`src/hdl/pobs_pkg.sv`:
```
// Shared constants, types and arithmetic helpers for the phasor oscillator bank.
// Used by pobs_rotator, pobs_ctrl and the top level; depends on nothing else.
package pobs_pkg;

    // Number of oscillator slots in the bank.
    localparam int MAX_OSC     = 16;
    localparam int IDX_W       = (MAX_OSC > 1) ? $clog2(MAX_OSC) : 1;
    localparam int CNT_W       = $clog2(MAX_OSC + 1);

    localparam int OSC_INDEX_W = 4;
    localparam int CFG_W       = 5;
    localparam int PH_W        = 24;
    localparam int CF_W        = 18;
    localparam int CF_FRAC     = 16;
    localparam int PROD_W      = PH_W + CF_W;
    localparam int PSUM_W      = PROD_W + 2;
    localparam int SHR_W       = PSUM_W - CF_FRAC;
    localparam int SAMPLE_W    = 28;
    localparam int ACC_W       = (PH_W + CNT_W > SAMPLE_W) ? PH_W + CNT_W : SAMPLE_W + 1;

    localparam int PHASE_RAM_W = 2 * PH_W;
    localparam int COEF_RAM_W  = 2 * CF_W;

    // Cycles from the last read issue until its write-back has landed.
    localparam int DRAIN_CYC   = 3;
    localparam int DRAIN_W     = 2;

    typedef enum logic [0:0] {
        OP_LOAD = 1'b0,
        OP_TICK = 1'b1
    } opcode_t;

    typedef enum logic [1:0] {
        ST_IDLE,
        ST_READ,
        ST_DRAIN,
        ST_EMIT
    } seq_state_t;

    typedef struct packed {
        logic             ready;
        logic             start;
        logic             rd_en;
        logic [IDX_W-1:0] rd_addr;
        logic             emit;
    } seq_ctl_t;

    // Round a product sum with CF_FRAC extra fraction bits to nearest (half up),
    // then saturate to the phasor width.
    function automatic logic signed [PH_W-1:0] round_q22(input logic signed [PSUM_W-1:0] acc);
        logic signed [PSUM_W-1:0] biased;
        logic signed [SHR_W-1:0]  shr;
        logic signed [SHR_W-1:0]  lim_max;
        logic signed [SHR_W-1:0]  lim_min;
        lim_max = SHR_W'({1'b0, {(PH_W-1){1'b1}}});
        lim_min = -lim_max - SHR_W'(1);
        biased  = acc + PSUM_W'(1 << (CF_FRAC - 1));
        shr     = biased[PSUM_W-1:CF_FRAC];
        if (shr > lim_max) begin
            return {1'b0, {(PH_W-1){1'b1}}};
        end else if (shr < lim_min) begin
            return {1'b1, {(PH_W-1){1'b0}}};
        end else begin
            return shr[PH_W-1:0];
        end
    endfunction

    function automatic logic signed [SAMPLE_W-1:0] sat_sample(input logic signed [ACC_W-1:0] acc);
        logic signed [ACC_W-1:0] lim_max;
        logic signed [ACC_W-1:0] lim_min;
        lim_max = ACC_W'({1'b0, {(SAMPLE_W-1){1'b1}}});
        lim_min = -lim_max - ACC_W'(1);
        if (acc > lim_max) begin
            return {1'b0, {(SAMPLE_W-1){1'b1}}};
        end else if (acc < lim_min) begin
            return {1'b1, {(SAMPLE_W-1){1'b0}}};
        end else begin
            return acc[SAMPLE_W-1:0];
        end
    endfunction

endpackage

```
`src/hdl/pobs_ctrl.sv`:
```
// Tick sequencer: walks the active slots one per cycle, waits for write-back, emits the sample.
// Depends on pobs_pkg.
module pobs_ctrl
    import pobs_pkg::*;
(
    input  logic             aclk,
    input  logic             aresetn,
    input  logic             s_valid,
    input  logic             s_opcode,
    input  logic [CFG_W-1:0] active_count,
    input  logic             out_free,
    output seq_ctl_t         ctl
);

    seq_state_t         state_reg, state_next;
    logic [CNT_W-1:0]   k_reg, k_next;
    logic [CNT_W-1:0]   n_reg, n_next;
    logic [DRAIN_W-1:0] drain_reg, drain_next;
    logic [CNT_W-1:0]   n_eff;
    logic               tick_acc;
    logic               last_rd;
    logic               drain_done;

    // A count of zero behaves as one; a count above the bank size is clipped.
    always_comb begin
        if (active_count == '0) begin
            n_eff = CNT_W'(1);
        end else if (int'(active_count) > MAX_OSC) begin
            n_eff = CNT_W'(MAX_OSC);
        end else begin
            n_eff = CNT_W'(active_count);
        end
    end

    assign tick_acc   = (state_reg == ST_IDLE) && s_valid && (opcode_t'(s_opcode) == OP_TICK);
    assign last_rd    = (k_reg + CNT_W'(1)) == n_reg;
    assign drain_done = drain_reg == DRAIN_W'(DRAIN_CYC - 1);

    always_comb begin
        state_next = state_reg;
        case (state_reg)
            ST_IDLE: begin
                if (tick_acc) begin
                    state_next = ST_READ;
                end
            end
            ST_READ: begin
                if (last_rd) begin
                    state_next = ST_DRAIN;
                end
            end
            ST_DRAIN: begin
                if (drain_done) begin
                    state_next = ST_EMIT;
                end
            end
            ST_EMIT: begin
                if (out_free) begin
                    state_next = ST_IDLE;
                end
            end
            default: begin
                state_next = ST_IDLE;
            end
        endcase
    end

    always_comb begin
        ctl.ready   = 1'b0;
        ctl.start   = 1'b0;
        ctl.rd_en   = 1'b0;
        ctl.rd_addr = k_reg[IDX_W-1:0];
        ctl.emit    = 1'b0;
        k_next      = k_reg;
        n_next      = n_reg;
        drain_next  = drain_reg;
        case (state_reg)
            ST_IDLE: begin
                ctl.ready = 1'b1;
                ctl.start = tick_acc;
                if (tick_acc) begin
                    k_next = '0;
                    n_next = n_eff;
                end
            end
            ST_READ: begin
                ctl.rd_en  = 1'b1;
                k_next     = k_reg + CNT_W'(1);
                drain_next = '0;
            end
            ST_DRAIN: begin
                drain_next = drain_reg + DRAIN_W'(1);
            end
            ST_EMIT: begin
                ctl.emit = out_free;
            end
            default: begin
                ctl.ready = 1'b0;
            end
        endcase
    end

    always_ff @(posedge aclk) begin
        if (!aresetn) begin
            state_reg <= ST_IDLE;
            k_reg     <= '0;
            n_reg     <= CNT_W'(1);
            drain_reg <= '0;
        end else begin
            state_reg <= state_next;
            k_reg     <= k_next;
            n_reg     <= n_next;
            drain_reg <= drain_next;
        end
    end

endmodule

```
`config.mk`:
```
export PLATFORM = sky130hd
export DESIGN_NAME = pobs_ctrl
export DESIGN_NICKNAME = d
export VERILOG_FILES = /design/src/hdl/pobs_pkg.sv /design/src/hdl/pobs_ctrl.sv
export SDC_FILE = /design/constraint.sdc
export NUM_CORES = 1
export LEC_CHECK = 0
export CORE_ASPECT_RATIO = 1.25
export CORE_UTILIZATION = 35
export CTS_CLUSTER_SIZE = 12
export DETAILED_ROUTE_END_ITERATION = 8
export DONT_BUFFER_PORTS = 1
export GPL_ROUTABILITY_DRIVEN = 0
export SLEW_MARGIN = 30
export SYNTH_ARGS = -nofsm -noshare
export SYNTH_HDL_FRONTEND = slang
export SYNTH_SLANG_ARGS = --single-unit
export TNS_END_PERCENT = 20
```
`constraint.sdc`:
```
create_clock -name aclk -period 2.4 [get_ports aclk]
set_clock_uncertainty 0.15 [all_clocks]
set_input_delay 0.72 -clock aclk [delete_from_list [all_inputs] [get_ports aclk]]
set_output_delay 0.72 -clock aclk [all_outputs]
set_load 0.03 [all_outputs]
```
# Word level (Yosys, flattened, before mapping)
# Cells that the tools add are included.
dict set report word_totals {
  reg_bits 14
  latch_bits 0
  ramBits 0
  mem_bits_ro 0
  inputBits 10
  out_inout_bits 8
  wordCells 38
  memories 0
}
dict set report classes {
  n_addsub 2
  n_mul 0
  div_mod_pow 0
  n_lt_le_gt_ge 1
  n_eq_ne 9
  shift 0
  n_mux 13
  bitwise_logic 0
  n_reduce_logical 9
}
# cell count
set ops {}
lappend ops {{two-way mux 5 bit} 3}
lappend ops {{two-way mux 2 bit} 5}
lappend ops {{one-hot mux 5 bit (2 select lines)} 1}
lappend ops {{inequality test 2 bit (second input constant)} 4}
lappend ops {{one-hot mux 2 bit (4 select lines)} 1}
lappend ops {{equality test 2 bit (second input constant)} 3}
lappend ops {{adder 5 x 1 -> 5 bit (second input constant)} 1}
lappend ops {{equality test 5 bit} 1}
lappend ops {{greater-than comparator 5 bit (second input constant)} 1}
lappend ops {{logical NOT 5 bit} 1}
lappend ops {{one-hot mux 2 bit (2 select lines)} 1}
lappend ops {{AND reduction 2 bit} 2}
lappend ops {{AND reduction 4 bit} 1}
lappend ops {{nonzero test 2 bit} 2}
lappend ops {{adder 2 x 1 -> 2 bit (second input constant)} 1}
lappend ops {{equality test 2 x 1 -> 1 bit (second input constant)} 1}
lappend ops {{logical AND 1 bit} 2}
lappend ops {{logical NOT 2 bit} 1}
lappend ops {{two-way mux 1 bit} 2}

# Longest topological paths before layout
dict set report depth {
  depth_word 5
  ltp_mapped 7
}

# Least setup slack after synthesis
# Ideal clock, no wire load.
dict set report synth_path {
  kind {register to output}
  from {reg state_reg[0]}
  to {out ctl[6] (netlist bit)}
  arrival_ns 1.398
  required_ns 1.530
  path_slack_ns 0.132
  path_stages_with_launch 5
  n_path_buf 0
  cell_sequence {dfxtp_1 > inv_1 > ha_1 > nand3_1 > inv_1}
}
# element line_no
set synth_rtl {}
lappend synth_rtl {{start: declaration} pobs_ctrl.sv:15} ;# seq_state_t state_reg, state_next;
lappend synth_rtl {{start signal: assignment} pobs_ctrl.sv:110} ;# state_reg <= state_next;
lappend synth_rtl {{end: declaration} pobs_ctrl.sv:12} ;# output seq_ctl_t ctl

==> results.py <==
metrics = {
    "sta": {
        "tightest_slew_ns": 0.641,
        "hold_slack_ns": 0.351,
        "rsz0062_at_grt": "no",
        "drv_slew": 0,
        "hold_violations": 0,
        "finalCritPeriodShare_pct": 95.3,
        "finalSetupViolations": 0,
        "slew_headroom_pct": 56.8,
        "fin_crit_ns": 2.29,
        "max_freq_mhz": 437,
        "fin_ws_ns": 0.114,
        "fin_tns_setup_ns": 0,
    },
    "setup_path": {
        "crit_top_cell": "inv_1",
        "cp_data_required_time_ns": 1.53,
        "critPathArrivalTime_ns": 1.42,
        "cpLargestDelayFamily": "flip-flops",
        "slowest_delay_ns": 0.35,
        "cp_max_fo": 5,
        "cp_cell_sequence": "inv_1 > ha_2 > nand3_1 > inv_1 > buf_4",
        "worst_path_max_delay_cell": "dfxtp_1",
        "path_class": "flop to primary output",
        "end_kind": "primary output",
        "timing.critical_path.buf_inv": 3,
        "setup.worst_path.start_class": "flop",
    },
    "route": {
        "post-route-drc-count": 0,
        "wire_per_inst_um": 11.7,
        "viasPerCell": 4.90,
        "drtIter0Drc": 16,
        "routed_wl_um": 1610,
        "first_pass_iters": 4,
        "dr_total_vias": 671,
        "final_antenna_net_count": 0,
    },
    "synth": {
        "ys_seq_area_share_pct": 31.5,
        "synthCells": 101,
        "synth_top_area_share_pct": 31.5,
        "avgSynthCellArea_sq_um": 8.80,
        "async_flop_share_pct": 0,
        "synth_nets": 118,
        "synth_largest_area_cell": "dfxtp_1",
        "yosys-top-cells-area": "dfxtp_1 32%, ha_1 9.9%, nor2b_1 6.3%, nor3b_1 4.2%, xnor2_1 3.9%",
        "synth_cell_types": 32,
        "synth_edf_count": 0,
        "yosys_most_used_dff": "dfxtp_1",
        "yosysWarnings": 0,
        "synth_area_sq_um": 888,
        "yosys_register_bits": 14,
    },
    "cts": {
        "cts_tree": "built",
        "cts_buffer_depth": 2,
        "cts.sinks": 14,
        "clock_latency_ns": 0.27,
        "cts_hold_buf": 0,
        "htreeDepth": 1,
        "cts-root-buf": "clkbuf_4",
        "cts_made_buffers": 3,
        "clkTransAtPathRegs_ns": 0.08,
    },
    "global_routing": {
        "grt_overflow": 0,
        "grt_max_degree": 17,
        "grt_usage_pct": 14.3,
        "grt_pass1_vias": 657,
        "grt_pass1_wl_um": 2750,
        "antenna_found_initial": 0,
    },
    "layout": {
        "drive_gt1_share_pct": 15.4,
        "finish.cell_count_without_fillers": 137,
        "area_growth_pct": 8.17,
        "insertedDiodeCount": 0,
        "fin_nets": 123,
        "final_area_sq_um": 961,
        "fin_util_pct": 39.6,
        "nFillCells": 256,
    },
    "power_and_ir_drop": {
        "p_comb_share_pct": 46.6,
        "switching_power_uw": 320,
        "peakVddDrop_v": 0.000515,
        "power.density_nw_per_um2": 802,
        "p_sw_share_pct": 41.6,
        "internal-power_uw": 450,
        "p_total_uw": 770,
        "p_clk_share_pct": 16.9,
        "seqPwrFrac_pct": 36.4,
        "power_leakage_nw": 0.389,
    },
    "place": {
        "postPlaceCellArea_sq_um": 936,
        "port_buffers": 0,
        "place_ws_ns": 0.279,
        "placedCellCount": 134,
        "dp.final_hpwl_um": 1240,
    },
    "die": {
        "row_count": 20,
        "die_h_um": 58.3,
        "die_w_um": 47.1,
        "start_util_pct": 36.6,
        "boundaryPins": 18,
        "fp.dieArea_sq_um": 2740,
        "core_sq_um": 2430,
    },
    "hold_path": {
        "hold_path_class": "flop to flop",
    },
    "outcome": {
        "status": "finished, final reports clean",
    },
    "flow_run": {
        "maxCapViolCount": 0,
    },
}
[metal layers]
metal  global-route usage [%]  routed length [um]  vias up
li1                         -                   -      355
met5                        0                   0        -
met4                     7.35                  20        0
met2                     23.8                 807       10
met3                     3.07                  61        2
met1                     16.5                 715      304
[power by group through the flow]
stage,combinational (mW),sequential [mW],clock (mW)
after floorplan,0.283,0.286,0
after global placement,0.346,0.284,0
after detailed placement,0.352,0.287,0
after CTS,0.361,0.281,0.137
after global routing,0.396,0.285,0.152
final,0.359,0.281,0.130
[cell type report]
type	count	area, sq um	area share, %
sequential	14	280	29.2
multi-input combinational	74	546	56.8
clock buffer	3	22.5	2.34
inverter	7	26.3	2.73
tap	33	41.3	4.30
timing repair buffer	6	45.0	4.69
[worst paths after layout]
path         depth (start not counted)  slack (ns)          from      endpoint
max reg2reg                          5        0.40  state_reg[1]      k_reg[4]
min                                  2        0.35  state_reg[1]  state_reg[1]
min reg2reg                          2        0.35  state_reg[1]  state_reg[1]
max                                  5        0.11  state_reg[0]        ctl[6]
[Yosys cell counts, types with 3 or more instances]
cell type	n
dfxtp_1	14
nand2_1	9
nor2b_1	9
ha_1	7
inv_1	7
nor3b_1	5
a21oi_1	4
buf_4	4
o21ai_0	4
xnor2_1	4
and2_1	3
mux2i_1	3
nand3_1	3
nor3_1	3
[cells by family (layout without fill, tap and decap cells)]
kind of cell | Yosys count | in the layout | synth area share (%)
buffers and inverters | 13 | 16 | 7.32
XOR/XNOR | 6 | 6 | 5.92
AND/OR/NAND/NOR | 35 | 35 | 22.5
AO/OA/AOI/OAI | 23 | 23 | 19.4
adder cells (fa/ha/maj) | 7 | 7 | 9.86
multiplexers | 3 | 3 | 3.38
flip-flops | 14 | 14 | 31.5
[placed cells by master, fill, tap and decap left out, types with 3 or more instances in the layout]
cell and count:
a21oi_1 4, and2_1 3, buf_4 6, clkbuf_4 3, dfxtp_1 14, ha_1 6, inv_1 7, mux2i_1 3
nand2_1 9, nand3_1 3, nor2b_1 9, nor3_1 3, nor3b_1 5, o21ai_0 4, xnor2_1 4
[tightest hold or removal path, delay by kind of cell (launching register included)]
kind / cells / cell delay [ns]
flip-flops: 1 / 0.34
multiplexers: 1 / 0.06
AND/OR/NAND/NOR: 1 / 0.06
[what timing repair did]
action                                  CTS  global route
gates resized for setup                   1             0
endpoints found under the hold margin     0             0
endpoints found under the setup margin    1             0
setup buffers                             0             0
Power figures use the tool's default switching activity.
