===== config.mk =====
export PLATFORM = sky130hd
export DESIGN_NAME = pobs_ram
export DESIGN_NICKNAME = d
export VERILOG_FILES = /design/src/hdl/pobs_ram.sv
export SDC_FILE = /design/constraint.sdc
export NUM_CORES = 1
export LEC_CHECK = 0
export BUFFER_PORTS_ARGS = -buffer_cell sky130_fd_sc_hd__clkbuf_2
export CAP_MARGIN = 10
export CORE_ASPECT_RATIO = 0.7
export CORE_MARGIN = 5
export CORE_UTILIZATION = 54
export CTS_CLUSTER_DIAMETER = 40
export DETAILED_ROUTE_END_ITERATION = 8
export PLACE_DENSITY_LB_ADDON = 0.2
export SLEW_MARGIN = 0
export SYNTH_ARGS = -nofsm -noshare
export SYNTH_HDL_FRONTEND = slang
export SYNTH_SLANG_ARGS = --single-unit

===== constraint.sdc =====
create_clock -name aclk -period 1.5 [get_ports aclk]
set_input_delay 0.075 -clock aclk [delete_from_list [all_inputs] [get_ports aclk]]
set_output_delay 0.075 -clock aclk [all_outputs]
set_load 0.05 [all_outputs]

===== src/hdl/pobs_ram.sv =====
// Generic simple dual-port RAM: one write port, one read port with registered data.
// Depends on nothing.
module pobs_ram #(
    parameter int WIDTH = 8,
    parameter int DEPTH = 16,
    parameter int AW    = (DEPTH > 1) ? $clog2(DEPTH) : 1
) (
    input  logic             aclk,
    input  logic             wr_en,
    input  logic [AW-1:0]    wr_addr,
    input  logic [WIDTH-1:0] wr_data,
    input  logic             rd_en,
    input  logic [AW-1:0]    rd_addr,
    output logic [WIDTH-1:0] rd_data
);

    logic [WIDTH-1:0] mem [DEPTH];
    logic [WIDTH-1:0] rd_data_reg;

    always_ff @(posedge aclk) begin
        if (wr_en) begin
            mem[wr_addr] <= wr_data;
        end
    end

    always_ff @(posedge aclk) begin
        if (rd_en) begin
            rd_data_reg <= mem[rd_addr];
        end
    end

    assign rd_data = rd_data_reg;

endmodule


# Yosys cells after proc, flatten, opt, wreduce, memory -nomap -nowiden
# Memories as Yosys holds them, arrays and structs flattened. A register that Yosys moved wholly into a read port is not among the register bits.
# Cells that the tools add are included.
[word_totals]
ram_bits = 128
input_bits = 19
n_memories = 1
output_inout_bits = 8
word_cells = 3
regBits = 0
[mem_list]
columns = ["name", "words", "width", "rd", "rd_clocked_by_memory_dff", "write_ports", "line", "text"]
rows = [
  ["mem", 16, 8, 1, 1, 1, "17", "logic [WIDTH-1:0] mem [DEPTH];"],
]
[op_classes]
mux = 2
[op_table]
columns = ["operator", "n"]
rows = [
  ["two-way mux 1 bit", 2],
]

# Logic depth before layout (Yosys ltp)
# Gate-level depths: netlist of run 1.
[logic_depth]
ltp_word = 2
mapped_depth = 5
depth_no_buf = 3

# Worst setup path before layout of run 1
# Ideal clock, no wire load.
[synth_path]
kind = "input port to flip-flop"
startpoint = "input wr_addr[2]"
endpoint = "memory mem[0][0] (enable)"
t_arrival_ps = 1185
setup_ps = 383
t_required_ps = 1117
path_slack_ps = -68
path_buffers = 0
stages = 2
path_cell_list = "or3b_2 > nor3_1"
[synth_lines]
columns = ["element", "line", "text"]
rows = [
  ["start, declared", "10", "input logic [AW-1:0] wr_addr,"],
  ["end, declared", "17", ""],
]
# Straight into the memory's write port.

==> results.json, run 1 <==
{
  "status": "complete, no violations",
  "hp-start": "wr_data[5]",
  "netlist_area_um2": 5230,
  "yosys_warnings": 0,
  "synth-main-ff-cell": "edfxtp_1",
  "cp_max_fo": 1,
  "finalCriticalPeriod_ns": 1.43,
  "nets": 304,
  "clock_path_buffers": 2,
  "port_buffers": 26,
  "ctsRootBufferMaster": "clkbuf_16",
  "maxCapViolCount": 0,
  "synth_top_area_share": 0.781,
  "synth-edff-count": 136,
  "cts-buffers-inserted": 17,
  "slew_viol_final": 0,
  "async_reset_ff_frac": 0,
  "hold_end": "mem[13][5]$_DFFE_PP_",
  "globalRoute.totalOverflow": 0,
  "hold_viol_final": 0,
  "drt_pre_antenna_iters": 4,
  "start_util": 0.546,
  "hold_depth": 1,
  "syn_nets": 248,
  "period_share": 0.953,
  "path_cells": "mux4_1, a22oi_2, nand2_1",
  "rows": 30,
  "clk_pin_slew_ns": 0.05,
  "cts_resized": 0,
  "synth.most_common_cell": "edfxtp_1",
  "holdCritPathClass": "input pin to flip-flop",
  "htreeDepth": 4,
  "max_slew_margin": 0.385,
  "largest_reg_flops": 128,
  "dp_hpwl_mm": 6.26,
  "p_leak_nw": 2.10,
  "reg2reg_depth": 3,
  "vias": 2398,
  "setup_viol": 0,
  "synth_area_leaders": "edfxtp_1 78%, mux4_2 7.8%, mux4_1 7.0%",
  "ant_nets": 0,
  "max_stage_delay_ns": 0.51,
  "clock-skew-final_ns": 0.00508,
  "antenna_found_initial": 0,
  "ys_top_cells_by_count": "136 x edfxtp_1, 18 x mux4_2, 16 x a22oi_1",
  "crit_type": "flip-flop to flip-flop",
  "fin_cells": 426,
  "synth_top_cell_by_area": "edfxtp_1",
  "cts-hold-fix-buffers": 0,
  "place_congestion": 0.727,
  "max_slew.worst_pin.slew_ns": 0.921,
  "placedCellCount": 394,
  "die_x_um": 128,
  "cp-start-kind": "flip-flop",
  "insertedDiodeCount": 0,
  "whs_ns": 0.0875,
  "synth_cell_type_count": 18,
  "avgSynthCellArea_um2": 22.8,
  "ir_drop_uv": 738,
  "chipHeight_um": 92.3,
  "cp_slowest_cell": "mux4_1",
  "fmax_mhz": 699,
  "rrSetupSlack_ns": 0.07,
  "wl_mm": 9.35,
  "cts_tree": "done",
  "grt_start_max_net_pins": 17,
  "drt_iter0_drc": 249,
  "post_drt_wl_per_cell_um": 21.9,
  "grt_setup_unrepaired": "no",
  "worstPathRequired_ns": 1.65,
  "core_area_um2": 9570,
  "grt_pass1_wl_mm": 14.5,
  "vias_per_cell": 5.63,
  "clk-insertion-delay-late_ns": 0.40,
  "drive_gt1_frac": 0.326,
  "end_kind": "flip-flop",
  "rr_endpoint": "rd_data[4]$_DFFE_PP_",
  "grt_pass1_vias": 2540,
  "area_growth_pct": 18.6,
  "io-pin-count": 27,
  "postCtsSetupBuffers": 0,
  "postSynthCellCount": 229,
  "clock_sinks": 136,
  "ys_ff_latch": 136,
  "drcViolationCount": 0,
  "num-fill-cells": 633,
  "dieArea_um2": 11800,
  "r2r_start": "mem[9][4]$_DFFE_PP_",
  "p_per_area_nw_per_um2": 1390,
  "crit_arrival_ns": 1.58,
  "fin_setup_tns_ns": 0,
  "ys_seq_area_frac": 0.781,
  "track_usage": 0.175
}
==> critical path, delay by kind of cell, from the launching register on <==
kind               cells  cell delay, ns
muxes                  1            0.51
and+or+nand+nor        1            0.08
AOI/OAI and AO/OA      1            0.23
DFF                    1            0.34
==> worst max-delay path by stage <==
stage | slack (ns) | startpoint | end
after floorplan | 0.14 | rd_addr[0] | rd_data[1]$_DFFE_PP_
after global placement | -0.12 | rd_addr[0] | rd_data[4]$_DFFE_PP_
after detailed placement | -0.16 | rd_addr[0] | rd_data[4]$_DFFE_PP_
after CTS | 0.006 | mem[9][4]$_DFFE_PP_ | rd_data[4]$_DFFE_PP_
after global routing | 0.008 | mem[5][2]$_DFFE_PP_ | rd_data[2]$_DFFE_PP_
final | 0.07 | mem[9][4]$_DFFE_PP_ | rd_data[4]$_DFFE_PP_
==> kinds of logic after synthesis <==
| family | after synthesis | synth area share |
|---|---|---|
| buf+inv | 10 | 0.0165 |
| simple gates | 35 | 0.0314 |
| compound gates | 16 | 0.0230 |
| flops | 136 | 0.781 |
| mux | 32 | 0.148 |
==> cells in the final DEF (no fill, tap or decap) <==
cell type | synthesis | layout
nand3_1 | 1 | 1
nor3_1 | 4 | 3
nor2_1 | 13 | 13
edfxtp_1 | 136 | 136
buf_4 | 1 | 18
nor2b_1 | 1 | 1
a22oi_1 | 16 | 15
mux4_1 | 14 | 14
and2b_1 | 1 | 1
and2_1 | 1 | 1
nand2b_1 | 2 | 2
buf_12 | 0 | 3
bufinv_16 | 0 | 2
clkinv_1 | 0 | 3
nor3_2 | 0 | 1
a22oi_2 | 0 | 1
clkbuf_2 | 0 | 26
clkinv_2 | 0 | 4
clkinvlp_4 | 0 | 6
clkbuf_16 | 0 | 17
nand3b_1 | 2 | 2
or3b_2 | 1 | 1
nand2_1 | 9 | 9
mux4_2 | 18 | 18
==> where the power goes <==
| part | internal, mW | switching (mW) |
|---|---|---|
| Combinational | 0.174 | 0.274 |
| Sequential | 4.28 | 0.0252 |
| Clock | 2.41 | 1.45 |
| Total | 6.87 | 1.75 |
==> final cells by class <==
class	count	area, um^2	area share
Clock buffer	17	425	0.0686
Clock inverter	15	136	0.0220
Multi-Input combinational cell	83	1070	0.172
Sequential cell	136	4080	0.659
Tap cell	128	160	0.0258
Timing Repair Buffer	47	325	0.0525
==> per-stage QoR <==
stage	setup WS (ns)	power, mW	instance area (um^2)	util
6_report	0.0700	8.62	6200	0.648
3_5_place_dp	-0.160	4.84	5630	0.588
5_1_grt	0.00812	8.92	6200	0.648
3_3_place_gp	-0.122	4.83	5630	0.588
4_1_cts	0.00573	8.70	6190	0.647
2_1_floorplan	0.143	4.66	5230	-
==> routing by layer <==
| metal | share of wire | up-vias | wire length, um | track usage |
|---|---|---|---|---|
| met5 | 0 | - | 0 | 0 |
| met2 | 0.46 | 92 | 4310 | 0.246 |
| met3 | 0.10 | 5 | 930 | 0.0542 |
| li1 | - | 1097 | - | - |
| met4 | 0.0073 | 0 | 68 | 0.0636 |
| met1 | 0.43 | 1204 | 4040 | 0.262 |
Power figures use the tool's default switching activity.
==> run 2, diff against run 1 <==
==> config.mk (replaced) <==
export PLATFORM = sky130hd
export DESIGN_NAME = pobs_ram
export DESIGN_NICKNAME = d
export VERILOG_FILES = /design/src/hdl/pobs_ram.sv
export SDC_FILE = /design/constraint.sdc
export NUM_CORES = 1
export LEC_CHECK = 0
export CAP_MARGIN = 10
export CORE_ASPECT_RATIO = 0.7
export CORE_MARGIN = 5
export CORE_UTILIZATION = 55
export CTS_CLUSTER_DIAMETER = 40
export DETAILED_ROUTE_END_ITERATION = 8
export DONT_BUFFER_PORTS = 1
export PLACE_DENSITY_LB_ADDON = 0.2
export SLEW_MARGIN = 0
export SYNTH_ARGS = -nofsm -noshare
export SYNTH_HDL_FRONTEND = slang
export SYNTH_SLANG_ARGS = --single-unit
export TNS_END_PERCENT = 10
==> results.json, run 2 (same netlist as run 1, synthesis figures left out) <==
{
  "globalRoute.totalOverflow": 0,
  "fmax_mhz": 683,
  "area_growth_pct": 16.4,
  "fin_setup_tns_ns": 0,
  "dieArea_um2": 11600,
  "core_area_um2": 9180,
  "p_leak_nw": 2.01,
  "p_per_area_nw_per_um2": 1370,
  "setup_viol": 0,
  "grt_setup_unrepaired": "no",
  "worstPathRequired_ns": 1.66,
  "ctsRootBufferMaster": "clkbuf_16",
  "period_share": 0.976,
  "worst-path-buf-inv": 0,
  "track_usage": 0.191,
  "crit_type": "flip-flop to flip-flop",
  "cp-start-kind": "flip-flop",
  "chipHeight_um": 91.6,
  "end_kind": "flip-flop",
  "grt_pass1_vias": 2610,
  "port_buffers": 0,
  "vias": 2407,
  "place_congestion": 0.789,
  "maxCapViolCount": 0,
  "die_x_um": 127,
  "crit_arrival_ns": 1.62,
  "drt_pre_antenna_iters": 4,
  "holdCritPathClass": "input pin to flip-flop",
  "drt_iter0_drc": 246,
  "slew_viol_final": 0,
  "largest_reg_flops": 128,
  "status": "complete, no violations",
  "antenna_found_initial": 0,
  "path_cells": "mux4_1, a22oi_2, nand2_1",
  "final_common_cell": "edfxtp_1",
  "wl_mm": 10.0,
  "hold_viol_final": 0,
  "ant_nets": 0,
  "insertedDiodeCount": 0,
  "post_drt_wl_per_cell_um": 24.7,
  "grt_start_max_net_pins": 33,
  "finalCriticalPeriod_ns": 1.46,
  "clock_sinks": 136,
  "dp_hpwl_mm": 6.30,
  "nets": 288,
  "htreeDepth": 4,
  "r2r_start": "mem[9][1]$_DFFE_PP_",
  "clock-skew-final_ns": 0.00406,
  "max_slew.worst_pin.slew_ns": 0.613,
  "io-pin-count": 27,
  "max_slew_margin": 0.590,
  "clk-insertion-delay-late_ns": 0.41,
  "vias_per_cell": 5.94,
  "start_util": 0.569,
  "num-fill-cells": 587,
  "p_total_mw": 8.32,
  "clk_pin_slew_ns": 0.05,
  "drcViolationCount": 0,
  "cp_slowest_cell": "mux4_1",
  "max_stage_delay_ns": 0.54,
  "drive_gt1_frac": 0.249,
  "cts_tree": "done",
  "mostFrequentLayoutCells": "136 x edfxtp_1, 22 x buf_4, 19 x mux4_2, 17 x clkbuf_16",
  "cts-buffers-inserted": 17,
  "rows": 29,
  "ir_drop_uv": 817,
  "clock_path_buffers": 2,
  "cp_max_fo": 1,
  "grt_pass1_wl_mm": 15.5,
  "crit_start": "mem[9][1]$_DFFE_PP_",
  "cp_top_family": "multiplexers",
  "hp-start": "wr_addr[0]"
}
[run 2: cell count changes in the layout (fill, tap and decap cells not counted), sizes merged]
| cell | previous run | this run |
|---|---|---|
| bufinv | 2 | 1 |
| clkinv | 7 | 8 |
| buf | 21 | 22 |
| clkbuf | 43 | 19 |
| clkinvlp | 6 | 3 |
| dlygate4sd3 | 0 | 9 |
[run 2: timing repair]
action / 4_1_cts / 5_1_grt
endpoints found under the hold margin: 136 / 0
hold buffers: 9 / 0
endpoints found under the setup margin: 1 / 2
buffers inserted: 0 / 0
pin swaps: 0 / 0
gates resized for setup: 1 / 3
[run 2: final cells by class]
class | instances | area [um^2] | area share
sequential | 136 | 4080 | 0.671
multi-input combinational | 83 | 1070 | 0.176
clock buffer | 19 | 433 | 0.0711
timing repair buffer | 31 | 255 | 0.0419
tap | 124 | 155 | 0.0255
clock inverter | 12 | 86.3 | 0.0142
[run 2: layer usage]
| metal | share of wire | track usage | vias up |
|---|---|---|---|
| met5 | 0 | 0 | - |
| met4 | 0.013 | 0.0813 | 0 |
| met3 | 0.074 | 0.0680 | 15 |
| met2 | 0.47 | 0.273 | 84 |
| met1 | 0.45 | 0.269 | 1248 |
| li1 | - | - | 1060 |
[run 2: final timing paths]
check,cells after the start,slack (ns),endpoint
setup / recovery,3,0.04,rd_data[1]$_DFFE_PP_
hold / removal,2,0.03,mem[12][2]$_DFFE_PP_
setup reg to reg,3,0.04,rd_data[1]$_DFFE_PP_
hold reg to reg,3,0.76,rd_data[5]$_DFFE_PP_
[run 2: per-stage QoR]
stage	hold slack (ns)	setup WS (ns)	std cells	util	instance area (um^2)
final	0.0281	0.0353	405	0.663	6090
after global routing	0.0163	0.00135	405	0.663	6090
after CTS	0.00789	0.0166	405	0.662	6080
after detailed placement	0.175	0.0457	365	0.595	5470
after global placement	0.175	0.0632	365	0.595	5470
after floorplan	0.174	0.143	229	-	5230
[run 2: power by group]
| group | switching, mW | total, mW | internal (mW) | leakage (nW) |
|---|---|---|---|---|
| Sequential | 0.0953 | 4.38 | 4.29 | 1.24 |
| Combinational | 0.157 | 0.309 | 0.152 | 0.524 |
| Clock | 1.41 | 3.63 | 2.22 | 0.246 |
